File: config.mk
export PLATFORM = sky130hd
export DESIGN_NAME = gse_row_unit
export DESIGN_NICKNAME = d
export VERILOG_FILES = /design/src/design/gse_pkg.sv /design/src/design/gse_row_unit.sv
export SDC_FILE = /design/constraint.sdc
export NUM_CORES = 1
export LEC_CHECK = 0
export BUFFER_PORTS_ARGS = -buffer_cell sky130_fd_sc_hd__buf_2
export CAP_MARGIN = 20
export CORE_ASPECT_RATIO = 0.75
export CORE_MARGIN = 5
export CORE_UTILIZATION = 55
export DETAILED_ROUTE_END_ITERATION = 8
export PLACE_DENSITY = 0.75
export SLEW_MARGIN = 20
export SYNTH_ARGS = -nofsm -noshare
export SYNTH_HDL_FRONTEND = slang
export SYNTH_SLANG_ARGS = --single-unit
File: constraint.sdc
create_clock -name clock -period 5.4 [get_ports clock]
set_input_delay 0.27 -clock clock [delete_from_list [all_inputs] [get_ports clock]]
set_output_delay 0.27 -clock clock [all_outputs]
set_load 0.005 [all_outputs]
File: src/design/gse_pkg.sv
// Shared types and constants for the GF(2) elimination core.
// No dependencies; every other design file imports this package.
package gse_pkg;

   // Width of one row word, and the most words emitted for one row
   localparam int WORD_BITS = 32;
   localparam int MAX_OUT   = 8;

   // Input item: one word of an eliminator or of a row to reduce
   typedef struct packed {
      logic        command;
      logic [7:0]  pivot_column;
      logic [2:0]  word_index;
      logic [31:0] data;
      logic        last_word;
   } req_type;

   // Result item: one word of the reduced row
   typedef struct packed {
      logic [2:0]  out_word_index;
      logic [31:0] out_data;
      logic        out_last;
      logic        status;
      logic [7:0]  lead_column;
   } rsp_type;

   // Item command codes
   localparam logic CMD_ELIM = 1'b0;
   localparam logic CMD_ROW  = 1'b1;

   // Controller states
   typedef enum logic [2:0] {
      ST_CLEAR,
      ST_IDLE,
      ST_ELIM_MASK,
      ST_PASS,
      ST_CHECK,
      ST_DECIDE,
      ST_EMIT
   } state_type;

   // Row unit control for one cycle
   typedef struct packed {
      logic issue;       // read one row word
      logic pass_start;  // restart leading column tracking
      logic xor_en;      // fold the eliminator word in and write back
   } row_ctl_type;

   // Eliminator store enables
   typedef struct packed {
      logic tab_we;
      logic tab_re;
      logic msk_we;
      logic msk_re;
   } elim_ctl_type;

   // Index of the highest set bit of a word (0 for a zero word)
   function automatic logic [4:0] msb32(logic [31:0] v);
      logic [4:0] idx;
      idx = '0;
      for (int k = 0; k < WORD_BITS; k++) begin
         if (v[k]) idx = 5'(k);
      end
      return idx;
   endfunction

endpackage

File: src/design/gse_row_unit.sv
// Row buffer memory with the word pipeline: XOR fold, write back and
// leading column tracking. Depends on gse_pkg.
module gse_row_unit #(
   parameter int COLS  = 256,
   parameter int WORDS = 8,
   parameter int LW    = $clog2(COLS + 1),
   parameter int WW    = (WORDS > 1) ? $clog2(WORDS) : 1
) (
   input  logic                  clock,
   input  logic                  reset,
   input  gse_pkg::row_ctl_type  ctl,
   input  logic [WW-1:0]         raddr,
   input  logic                  ext_we,
   input  logic [WW-1:0]         ext_waddr,
   input  logic [31:0]           ext_wdata,
   input  logic [31:0]           tab_rdata,
   output logic                  word_valid,
   output logic [WW-1:0]         word_index,
   output logic [31:0]           word_data,
   output logic [LW-1:0]         lead,
   output logic [WORDS-1:0]      nzw
);
   import gse_pkg::*;

   logic [31:0]      row_mem [WORDS];
   logic [31:0]      row_q_ff;
   logic             pv_ff;
   logic [WW-1:0]    pa_ff;
   logic             px_ff;
   logic [LW-1:0]    lead_ff;
   logic [WORDS-1:0] nzw_ff;
   logic [31:0]      word;
   logic             we;
   logic [WW-1:0]    waddr;
   logic [31:0]      wdata;
   logic [WW+4:0]    lead_raw;

   // returning word, with the eliminator folded in on a reduction pass
   assign word     = row_q_ff ^ (px_ff ? tab_rdata : 32'h0);
   assign lead_raw = {pa_ff, msb32(word)};

   // write-back has the port; outside writes only come in other phases
   always_comb begin
      if (pv_ff && px_ff) begin
         we    = 1'b1;
         waddr = pa_ff;
         wdata = word;
      end else begin
         we    = ext_we;
         waddr = ext_waddr;
         wdata = ext_wdata;
      end
   end

   always_ff @(posedge clock) begin
      if (we) row_mem[waddr] <= wdata;
      if (ctl.issue) row_q_ff <= row_mem[raddr];
   end

   // pipeline tags for the word in flight
   always_ff @(posedge clock) begin
      if (reset) begin
         pv_ff <= 1'b0;
      end else begin
         pv_ff <= ctl.issue;
      end
      pa_ff <= raddr;
      px_ff <= ctl.xor_en;
   end

   // words come back in ascending order, so the last nonzero one leads
   always_ff @(posedge clock) begin
      if (reset || ctl.pass_start) begin
         lead_ff <= LW'(COLS);
         nzw_ff  <= '0;
      end else if (pv_ff) begin
         if (word != 32'h0) lead_ff <= LW'(lead_raw);
         nzw_ff[pa_ff] <= (word != 32'h0);
      end
   end

   assign word_valid = pv_ff;
   assign word_index = pa_ff;
   assign word_data  = word;
   assign lead       = lead_ff;
   assign nzw        = nzw_ff;

endmodule

After elaboration in Yosys (flattened, before gate mapping)
Memory sizes are Yosys's and may differ from the RTL's. A register that Yosys moved wholly into a read port is not among the register bits.
Cells that the tools add are included.
Widths: inputs -> output; s select.
{ "totals": {"register_bits": 22, "mem_bits_rw": 256, "n_memories": 1} }
{ "memory_table": {"columns": ["name", "depth", "word_bits", "read_ports", "rd_ports_with_merged_regs", "write_ports", "line", "text"], "rows": [
  ["row_mem", 8, 32, 1, 1, 1, "gse_row_unit.sv:25", "logic [31:0] row_mem [WORDS];"]
]} }
{ "classes": {"magnitude_cmp": 2, "mux": 40, "n_bitwise": 1, "reduce_logical": 5} }
{ "ops": {"columns": ["operator", "count"], "rows": [
  ["$mux 5", 30],
  ["$mux 32", 2],
  ["$reduce_bool 32->1", 1],
  ["$xor 32x32->32", 1],
  ["$bwmux 8", 1],
  ["$mux 1", 5],
  ["$lt 3x4->1 const B", 1],
  ["$demux 1 s3", 1],
  ["$ge 3x1->1 const B", 1],
  ["$mux 3", 1],
  ["$logic_and 1x1->1", 2],
  ["$reduce_and 2->1", 1],
  ["$logic_or 1x1->1", 1]
]} }

Logic depth before layout (Yosys ltp)
Gate-level depths: netlist (run 1).
{ "logic_depth": {"depth_word": 33, "ltp_mapped": 12} }

Worst setup path before layout (run 1)
No wires, ideal clock.
{ "synth_path": {"kind": "flip-flop to flip-flop", "from": "register px_ff", "to": "memory row_mem[2][0], enable pin", "setup_time_ps": 421, "arrival_ps": 3048, "required_time_ps": 4979, "path_slack_ps": 1931, "stages_incl_launch_ff": 11, "period_less_slack_ps": 3469, "cell_sequence": "dfxtp_1 > buf_6 > buf_6 > buf_6 > buf_6 > buf_6 > and2_1 > clkbuf_1 > clkbuf_1 > a21oi_1 > nor2_1"} }
{ "synth_between": {"elab_chain_cells": 4, "elab_cells_between_ends": 5} }
{ "synth_rtl": {"columns": ["item", "line", "text"], "rows": [
  ["start: declaration", "gse_row_unit.sv:29", "logic px_ff;"],
  ["start signal: assignment", "gse_row_unit.sv:68", "px_ff <= ctl.xor_en;"],
  ["$logic_and 1x1->1 (*)", "gse_row_unit.sv:44", "if (pv_ff && px_ff) begin"],
  ["$mux 1", "gse_row_unit.sv:44", null],
  ["$mux 1", "gse_row_unit.sv:56", "if (we) row_mem[waddr] <= wdata;"],
  ["$mux 1 (implied by the code)", "gse_row_unit.sv:56", null],
  ["end: declaration", "gse_row_unit.sv:25", null]
]} }
Every way passes the cells marked *; elsewhere a longest branch is shown, timed or not.

Worst setup path in the final report (run 1)
{ "layout_path": {"from": "register px_ff", "to": "register lead_ff[0], in the netlist lead[0]"} }
{ "layout_between": {"elab_chain_cells": 33, "elab_cells_between_ends": 35} }
{ "layout_rtl": {"columns": ["item", "line", "text"], "rows": [
  ["$mux 32 (*)", "gse_row_unit.sv:39", "assign word = row_q_ff ^ (px_ff ? tab_rdata : 32'h0);"],
  ["$xor 32x32->32 (*)", "gse_row_unit.sv:39", null],
  ["$mux 1", "gse_pkg.sv:62", "if (v[k]) idx = 5'(k);"],
  ["$mux 5 (30 in a row)", "gse_pkg.sv:62", null],
  ["end signal: assignment", "gse_row_unit.sv:74", "lead_ff <= LW'(COLS);"],
  ["end signal: assignment", "gse_row_unit.sv:77", "if (word != 32'h0) lead_ff <= LW'(lead_raw);"],
  ["end: declaration", "gse_row_unit.sv:30", "logic [LW-1:0] lead_ff;"]
]} }
Marked as above.
A chain may end at the register's enable or synchronous reset.

==> results.sh, run 1 <==
export IMPL_final_nets=1084
export IMPL_synth_edf_count=288
export IMPL_place_hpwl_um=20700
export IMPL_power_density_nw_per_um2=336
export IMPL_cts_tree="built"
export IMPL_multiInputGateArea_um2=4340
export IMPL_synth_area_leaders="edfxtp_1 63%, mux4_2 11%, nand2_1 3.4%, dfxtp_1 3.2%, mux2_2 2.6%"
export IMPL_yosys_area_top_type="edfxtp_1"
export IMPL_track_usage_pct=22.4
export IMPL_fillCellCount=1771
export IMPL_final_max_slew_violation_count=0
export IMPL_syn_nets=961
export IMPL_finClkSkew_ps=23.9
export IMPL_ys_top_cells_by_count="288 x edfxtp_1, 124 x nand2_1, 64 x mux4_2"
export IMPL_synth_seq_cells=310
export IMPL_synth_most_common_cell="edfxtp_1"
export IMPL_grt_pass1_wl_um=48200
export IMPL_io_pins=129
export IMPL_utilization_pct=63.6
export IMPL_wirelength_um=32000
export IMPL_hold_class="input pin to register"
export IMPL_viasPerCell=6.06
export IMPL_path_max_fanout=52
export IMPL_synth_cell_types=66
export IMPL_drv_cap=0
export IMPL_drtIter0Drc=876
export IMPL_cts_num_sinks=310
export IMPL_gp_congestion=0.865
export IMPL_final_setup_tns_ps=0
export IMPL_cp_end_kind="register"
export IMPL_cts_resized=0
export IMPL_diodes=0
export IMPL_async_flop_share_pct=0
export IMPL_cp_required_ps=5870
export IMPL_grt_max_degree=53
export IMPL_start_kind="register"
export IMPL_path_cells="buf_4, nand2_1, xnor2_1, a221o_1, a2111oi_0, o31ai_1, a31oi_1"
export IMPL_die_area_um2=28200
export IMPL_finalSetupViolations=0
export IMPL_grt_pass1_vias=8178
export IMPL_worst_slew_pin_transition_ps=1120
export IMPL_max_clock_freq_mhz=302
export IMPL_hold_ws_ps=172
export IMPL_cts_buffers=28
export IMPL_worstSetupPathType="register to register"
export IMPL_hold_buffers=2
export IMPL_postRouteAntennaNets=0
export IMPL_syn_to_final_growth_pct=14.9
export IMPL_htree_num_levels=1
export IMPL_grt_antenna_before_repair=1
export IMPL_peakVddDrop_mv=0.280
export IMPL_insertion_delay_ps=550
export IMPL_synth_ff_type="edfxtp_1"
export IMPL_relSlewSlack_pct=24.8
export IMPL_synth_yosys_warnings=0
export IMPL_clk_pin_slew_worst_paths_ps=70
export IMPL_routedWlPerCell_um=23.4
export IMPL_syn_avg_cell_area_um2=15.5
export IMPL_coreArea_um2=24800
export IMPL_min_period_ps=3320
export IMPL_fin_crit_sh_pct=61.4
export IMPL_slowest_delay_ps=850
export IMPL_synth_top_area_share_pct=63.1
export IMPL_vias=8278
export IMPL_grt_remaining_overflow=0
export IMPL_fp_dieW_um=192
export IMPL_finalHoldViolCount=0
export IMPL_post_place_ws_ps=1970
export IMPL_drive_gt1_share_pct=29.3
export IMPL_crit_path_top_delay_cell="a2111oi_0"
export IMPL_syn_inst=885
export IMPL_rsz0062_at_grt="no"
export IMPL_root_buffer="clkbuf_16"
export IMPL_drc=0
export IMPL_rows=50
export IMPL_worst_slack_ps=2080
export IMPL_synth_area_um2=13700
export IMPL_initial_utilization_pct=55.3
export IMPL_status="finished clean"
export IMPL_numPortBuffers=128
export IMPL_ys_seq_area_share_pct=66.3
export IMPL_clockBufferDepth=3
export IMPL_firstDrtPassIters=5
export IMPL_crit_arrival_ps=3790
export IMPL_post_cts_buffers=0
export IMPL_die_y_um=147
export IMPL_regArea_um2=9090
export IMPL_p_leak_nw=5.48
## through the flow
stage / area, um2 / power, mW / std cells
after floorplan: 13700 / 3.14 / 885
after global placement: 14600 / 3.34 / 1305
after detailed placement: 14700 / 3.36 / 1308
after CTS: 15600 / 5.30 / 1361
after global routing: 15700 / 5.47 / 1367
final: 15700 / 5.29 / 1367
## layout make-up
class | instances | share of cell area, %
tap | 338 | 2.69
clock buffer | 36 | 4.77
sequential | 310 | 57.7
multi-input combinational | 508 | 27.6
timing repair buffer | 144 | 5.85
clock inverter | 15 | 1.03
inverter | 16 | 0.381
## power by group
| group | switching (mW) | internal, mW |
|---|---|---|
| Combinational | 0.308 | 0.214 |
| Sequential | 0.0572 | 2.74 |
| Clock | 0.849 | 1.13 |
| Total | 1.21 | 4.08 |
## path summary, 6_finish.rpt
path,startpoint,endpoint,slack [ps],cells past startpoint
worst min register to register,lead[6],lead[6],470,2
worst max-delay path,px_ff,lead[0],2080,7
worst max register to register,px_ff,lead[0],2080,7
worst min-delay path,ctl[1],lead[3],170,4
## cells in the final DEF, fill, tap and decap left out, types with 7 or more instances in the layout
cell type	instances
buf_2	127
nor2_1	29
clkbuf_16	28
o21ai_0	31
mux2_2	32
nor3_1	11
nand3_1	15
o21a_1	7
nand2_1	123
nor2_4	8
dfxtp_1	21
clkinv_2	8
and3_1	7
mux4_2	64
nand4b_1	8
nor4bb_1	8
xor2_1	29
a311oi_1	7
inv_1	16
o22ai_1	8
a21oi_1	15
xnor2_1	20
edfxtp_1	288
## worst max-delay path: cells and delay by family (launching register included)
kind | cells | cell delay (ps)
AOI/OAI and AO/OA | 4 | 1530
DFF | 1 | 840
buffers and inverters | 1 | 540
xor gates and xnor gates | 1 | 180
and+or+nand+nor | 1 | 120
## state kept, by name (all words and copies together) (netlist names)
name        cells
row_mem       256
row_q_ff       32
word_valid      1
px_ff           1
word_index      3
nzw             8
lead            9
## cells by family (layout without fill, tap and decap cells)
family | count (synthesis) | in the layout | share of synthesized area [%]
and+or+nand+nor | 231 | 231 | 7.98
muxes | 100 | 100 | 13.4
AOI/OAI and AO/OA | 126 | 126 | 6.43
DFF | 310 | 310 | 66.3
buffers and inverters | 67 | 211 | 2.50
xor gates and xnor gates | 51 | 51 | 3.37
## metal layers
layer  track usage, %  wire length, um  vias to the layer above
met5                0               13                        -
met4             4.74              587                        2
met3             4.09             2880                       52
met2             34.6            15000                      371
met1             34.0            13500                     4161
li1                 -                -                     3692
(Power assumes the default switching activity.)
==> run 2: changes to the inputs <==
==> constraint.sdc (replaced) <==
create_clock -name clock -period 3.2 [get_ports clock]
set_input_delay 0.16 -clock clock [delete_from_list [all_inputs] [get_ports clock]]
set_output_delay 0.16 -clock clock [all_outputs]
set_load 0.005 [all_outputs]
==> run 2 against run 1 <==
Net effect: sequential power up 69%; critical path depth unchanged; setup slack worse by 1900 ps; cell count up 1.2%; die area unchanged; wire length up 5.3%; register-to-register slack worse by 1900 ps.
==> results.sh, run 2 (same netlist as run 1, synthesis figures left out) <==
export IMPL_viasPerCell=6.13
export IMPL_grt_pass1_wl_um=50800
export IMPL_clk_pin_slew_worst_paths_ps=60
export IMPL_cts_buffers=30
export IMPL_placed_area_um2=14800
export IMPL_firstDrtPassIters=5
export IMPL_dp_cells=1325
export IMPL_utilization_pct=63.9
export IMPL_grt_remaining_overflow=0
export IMPL_final_nets=1097
export IMPL_rsz0062_at_grt="no"
export IMPL_track_usage_pct=23.9
export IMPL_peakVddDrop_mv=0.455
export IMPL_grt_max_degree=66
export IMPL_vias=8482
export IMPL_cts_num_sinks=310
export IMPL_crit_arrival_ps=3430
export IMPL_layout_cells_most_common="edfxtp_1"
export IMPL_multiInputGateArea_um2=4340
export IMPL_cp_required_ps=3630
export IMPL_root_buffer="clkbuf_16"
export IMPL_finalHoldViolCount=0
export IMPL_final_max_slew_violation_count=0
export IMPL_final_area_um2=15800
export IMPL_status="finished clean"
export IMPL_coreArea_um2=24800
export IMPL_largest_register_ffs=256
export IMPL_finalSetupViolations=0
export IMPL_die_area_um2=28200
export IMPL_cts_tree="built"
export IMPL_power_density_nw_per_um2=578
export IMPL_grt_pass1_vias=8303
export IMPL_die_y_um=147
export IMPL_largest_register="row_mem"
export IMPL_fin_cells=1383
export IMPL_regArea_um2=9090
export IMPL_min_period_ps=3000
export IMPL_postRouteAntennaNets=0
export IMPL_total_power_mw=9.15
export IMPL_routedWlPerCell_um=24.4
export IMPL_relSlewSlack_pct=25.9
export IMPL_insertion_delay_ps=550
export IMPL_syn_to_final_growth_pct=15.6
export IMPL_wirelength_um=33700
export IMPL_p_leak_nw=5.56
export IMPL_path_max_fanout=43
export IMPL_drtIter0Drc=949
export IMPL_start_kind="register"
export IMPL_place_hpwl_um=21300
export IMPL_htree_num_levels=1
export IMPL_worstSetupPathType="register to register"
export IMPL_hold_ws_ps=61.6
export IMPL_gp_congestion=0.872
export IMPL_cp_end_kind="register"
export IMPL_drv_cap=0
export IMPL_fillCellCount=1785
export IMPL_fin_crit_sh_pct=93.9
export IMPL_initial_utilization_pct=55.3
export IMPL_drc=0
export IMPL_hold_class="input pin to register"
export IMPL_mostFrequentLayoutCells="288 x edfxtp_1, 127 x buf_2, 123 x nand2_1"
export IMPL_fp_dieW_um=192
export IMPL_clockBufferDepth=3
export IMPL_finClkSkew_ps=14.6
export IMPL_worst_slew_pin_transition_ps=1110
export IMPL_diodes=0
export IMPL_io_pins=129
export IMPL_rows=50
export IMPL_numPortBuffers=128
export IMPL_drive_gt1_share_pct=30.2
export IMPL_max_clock_freq_mhz=333
export IMPL_grt_antenna_before_repair=4
## run 2: changes by cell type in the layout (fill, tap and decap cells not counted), moves of 2 or more
cell,change
buf_4,+14
clkinv_2,-3
buf_16,-6
clkbuf_8,+3
clkbuf_16,+5
clkinv_1,-2
bufinv_16,-2
clkbuf_1,+4
buf_12,+4
## run 2: final cells by class
class / count / area share (%)
Timing Repair Buffer: 155 / 5.84
Clock buffer: 48 / 5.88
Multi-Input combinational cell: 508 / 27.4
Inverter: 16 / 0.379
Tap cell: 338 / 2.67
Sequential cell: 310 / 57.4
Clock inverter: 8 / 0.442
## run 2: path summary, 6_finish.rpt
check / startpoint / endpoint / slack, ps / depth (start not counted)
worst min register to register: lead[7] / lead[7] / 460 / 2
worst max-delay path: px_ff / lead[1] / 200 / 7
worst max register to register: px_ff / lead[1] / 200 / 7
worst min-delay path: ext_wdata[7] / row_mem[0][7] / 60 / 4
## run 2: power breakdown
group          switching (mW)  internal, mW  total, mW
Clock                    1.47          2.07       3.54
Combinational           0.530         0.365      0.895
Sequential             0.0960          4.62       4.72
Total                    2.09          7.06       9.15
## run 2: routing by layer
layer	part of all wire [%]	up-vias	global-route usage [%]	wire length, um
li1	-	3715	-	-
met1	42	4241	36.1	14100
met2	46	458	36.4	15500
met3	9.8	60	5.39	3310
met4	2.2	8	4.88	743
met5	0.15	-	0	50
## run 2: timing repair
action                    in CTS  in global routing
hold buffers                   2                  0
hold endpoints to repair       2                  0
gates resized for setup        0                  0
buffers inserted               0                  0
## run 2: critical path, cell delays in order, from the launching register on
cell	delay [ps]
dfxtp_2	720
buf_4	470
nand2_1	150
xnor2_1	200
a211oi_1	560
nand4_2	340
o31ai_1	350
a21oi_1	70
## run 2: per-stage QoR
| step | TNS, ps | setup WS [ps] |
|---|---|---|
| after floorplan | -44000 | -269 |
| after global placement | 0 | 400 |
| after detailed placement | 0 | 306 |
| after CTS | 0 | 290 |
| after global routing | 0 | 50.2 |
| final | 0 | 197 |
==> run 3: changes to the inputs <==
--- a/config.mk
+++ b/config.mk
@@ -9,9 +9,9 @@
 export CAP_MARGIN = 20
 export CORE_ASPECT_RATIO = 0.75
 export CORE_MARGIN = 5
-export CORE_UTILIZATION = 55
+export CORE_UTILIZATION = 59
 export DETAILED_ROUTE_END_ITERATION = 8
-export PLACE_DENSITY = 0.75
+export PLACE_DENSITY = 0.79
 export SLEW_MARGIN = 20
 export SYNTH_ARGS = -nofsm -noshare
 export SYNTH_HDL_FRONTEND = slang
==> run 3 against run 2 <==
Net effect: first-iteration DRC count is 12% lower; fmax is 1.4% higher; non-clock buffer count is 3 higher; largest power group unchanged; critical path depth is 1 higher; register-to-register slack better by 40 ps; flip-flop and latch count stayed put; clock-buffer cell count is 11 lower; core utilization is 5.0 points higher; cell area is 0.14% lower; die area is 6.4% lower; sequential power hardly changed.
==> results.sh, run 3 (same netlist as run 1, synthesis figures left out) <==
export IMPL_multiInputGateArea_um2=4340
export IMPL_grt_max_degree=66
export IMPL_worstSetupPathType="register to register"
export IMPL_htree_num_levels=1
export IMPL_die_area_um2=26400
export IMPL_final_max_slew_violation_count=0
export IMPL_root_buffer="clkbuf_16"
export IMPL_grt_util_met1_pct=38.0
export IMPL_top_usage_layer="met2"
export IMPL_cp_end_kind="register"
export IMPL_finalHoldViolCount=0
export IMPL_firstDrtPassIters=5
export IMPL_io_pins=129
export IMPL_die_y_um=142
export IMPL_cp_required_ps=3610
export IMPL_cts_buffers=29
export IMPL_postRouteAntennaNets=0
export IMPL_path_max_fanout=39
export IMPL_viasPerCell=6.22
export IMPL_vias=8378
export IMPL_grt_remaining_overflow=0
export IMPL_finalSetupViolations=0
export IMPL_min_period_ps=2960
export IMPL_coreArea_um2=22900
export IMPL_largest_register_ffs=256
export IMPL_regArea_um2=9090
export IMPL_cts_tree="built"
export IMPL_max_clock_freq_mhz=338
export IMPL_place_hpwl_um=21200
export IMPL_cp_common_cell="a2111oi_0"
export IMPL_power_density_nw_per_um2=584
export IMPL_post_place_ws_ps=271
export IMPL_grt_pass1_vias=8252
export IMPL_utilization_pct=69.0
export IMPL_cts_num_sinks=310
export IMPL_track_usage_pct=24.8
export IMPL_finClkSkew_ps=10.8
export IMPL_worst_slew_pin_transition_ps=1090
export IMPL_rsz0062_at_grt="no"
export IMPL_grt_antenna_before_repair=1
export IMPL_drc=0
export IMPL_use_met2_pct=39.5
export IMPL_clockBufferDepth=3
export IMPL_path_cells="buf_12, nand2_1, xor2_1, inv_1, a2111oi_0, a2111oi_0, o31ai_1, a31oi_1"
export IMPL_wirelength_um=32600
export IMPL_drive_gt1_share_pct=30.7
export IMPL_placed_area_um2=14800
export IMPL_fp_dieW_um=186
export IMPL_slowest_delay_ps=710
export IMPL_grt_pass1_wl_um=49300
export IMPL_fillCellCount=1524
export IMPL_fin_crit_sh_pct=92.6
export IMPL_crit_path_top_delay_cell="dfxtp_2"
export IMPL_hold_buffers=2
export IMPL_gp_congestion=0.833
export IMPL_p_leak_nw=5.57
export IMPL_final_area_um2=15800
export IMPL_start_kind="register"
export IMPL_drv_cap=0
export IMPL_mostFrequentLayoutCells="288 x edfxtp_1, 127 x buf_2, 123 x nand2_1"
export IMPL_drtIter0Drc=835
export IMPL_hold_class="input pin to register"
export IMPL_cp_top_family="compound AO/OA/AOI/OAI gates"
export IMPL_relSlewSlack_pct=27.5
export IMPL_insertion_delay_ps=550
export IMPL_hold_ws_ps=59.0
export IMPL_cts_resized=0
export IMPL_worst_slack_ps=238
export IMPL_post_cts_buffers=0
export IMPL_numPortBuffers=128
export IMPL_routedWlPerCell_um=24.2
export IMPL_clk_pin_slew_worst_paths_ps=70
export IMPL_initial_utilization_pct=59.8
export IMPL_peakVddDrop_mv=0.453
export IMPL_syn_to_final_growth_pct=15.4
export IMPL_status="finished clean"
export IMPL_path_buf_inv=2
export IMPL_crit_arrival_ps=3370
export IMPL_rows=48
export IMPL_final_nets=1099
export IMPL_largest_register="row_mem"
export IMPL_use_met3_pct=3.58
export IMPL_layout_cells_most_common="edfxtp_1"
export IMPL_final_setup_tns_ps=0
## run 3: area by class of cell
type                            count  area share (%)
Clock buffer                       37            5.03
Tap cell                          300            2.37
Timing Repair Buffer              158            5.92
Inverter                           16           0.380
Antenna cell                        1          0.0158
Sequential cell                   310            57.5
Clock inverter                     17            1.38
Multi-Input combinational cell    508            27.4
## run 3: stage by stage
stage          cells  power [mW]
2_1_floorplan    885        5.31
3_3_place_gp    1289        5.65
3_5_place_dp    1290        5.68
4_1_cts         1346        9.28
5_1_grt         1347        9.56
6_report        1347        9.24
## run 3: path summary, 6_finish.rpt
kind | from | to | slack, ps | cells after the start
setup / recovery | px_ff | lead[0] | 240 | 8
hold / removal | ctl[1] | lead[5] | 60 | 4
setup reg to reg | px_ff | lead[0] | 240 | 8
hold reg to reg | lead[5] | lead[5] | 480 | 2
## run 3: worst register-to-register path, cell delays in order, from the launching register on
cell and delay (ps):
dfxtp_2 710, buf_12 270, nand2_1 100, xor2_1 310, inv_1 140, a2111oi_0 700, a2111oi_0 210, o31ai_1 280
a31oi_1 110
## run 3: per-layer routing
metal	part of all wire [%]	wire length (um)
met1	42	13700
met2	48	15600
met3	8.8	2850
met4	1.4	445
met5	0	0
## run 3: power by group
part	switching (mW)	total [mW]	internal [mW]
sequential	0.0925	4.71	4.62
clock	1.47	3.64	2.16
combinational	0.526	0.892	0.366
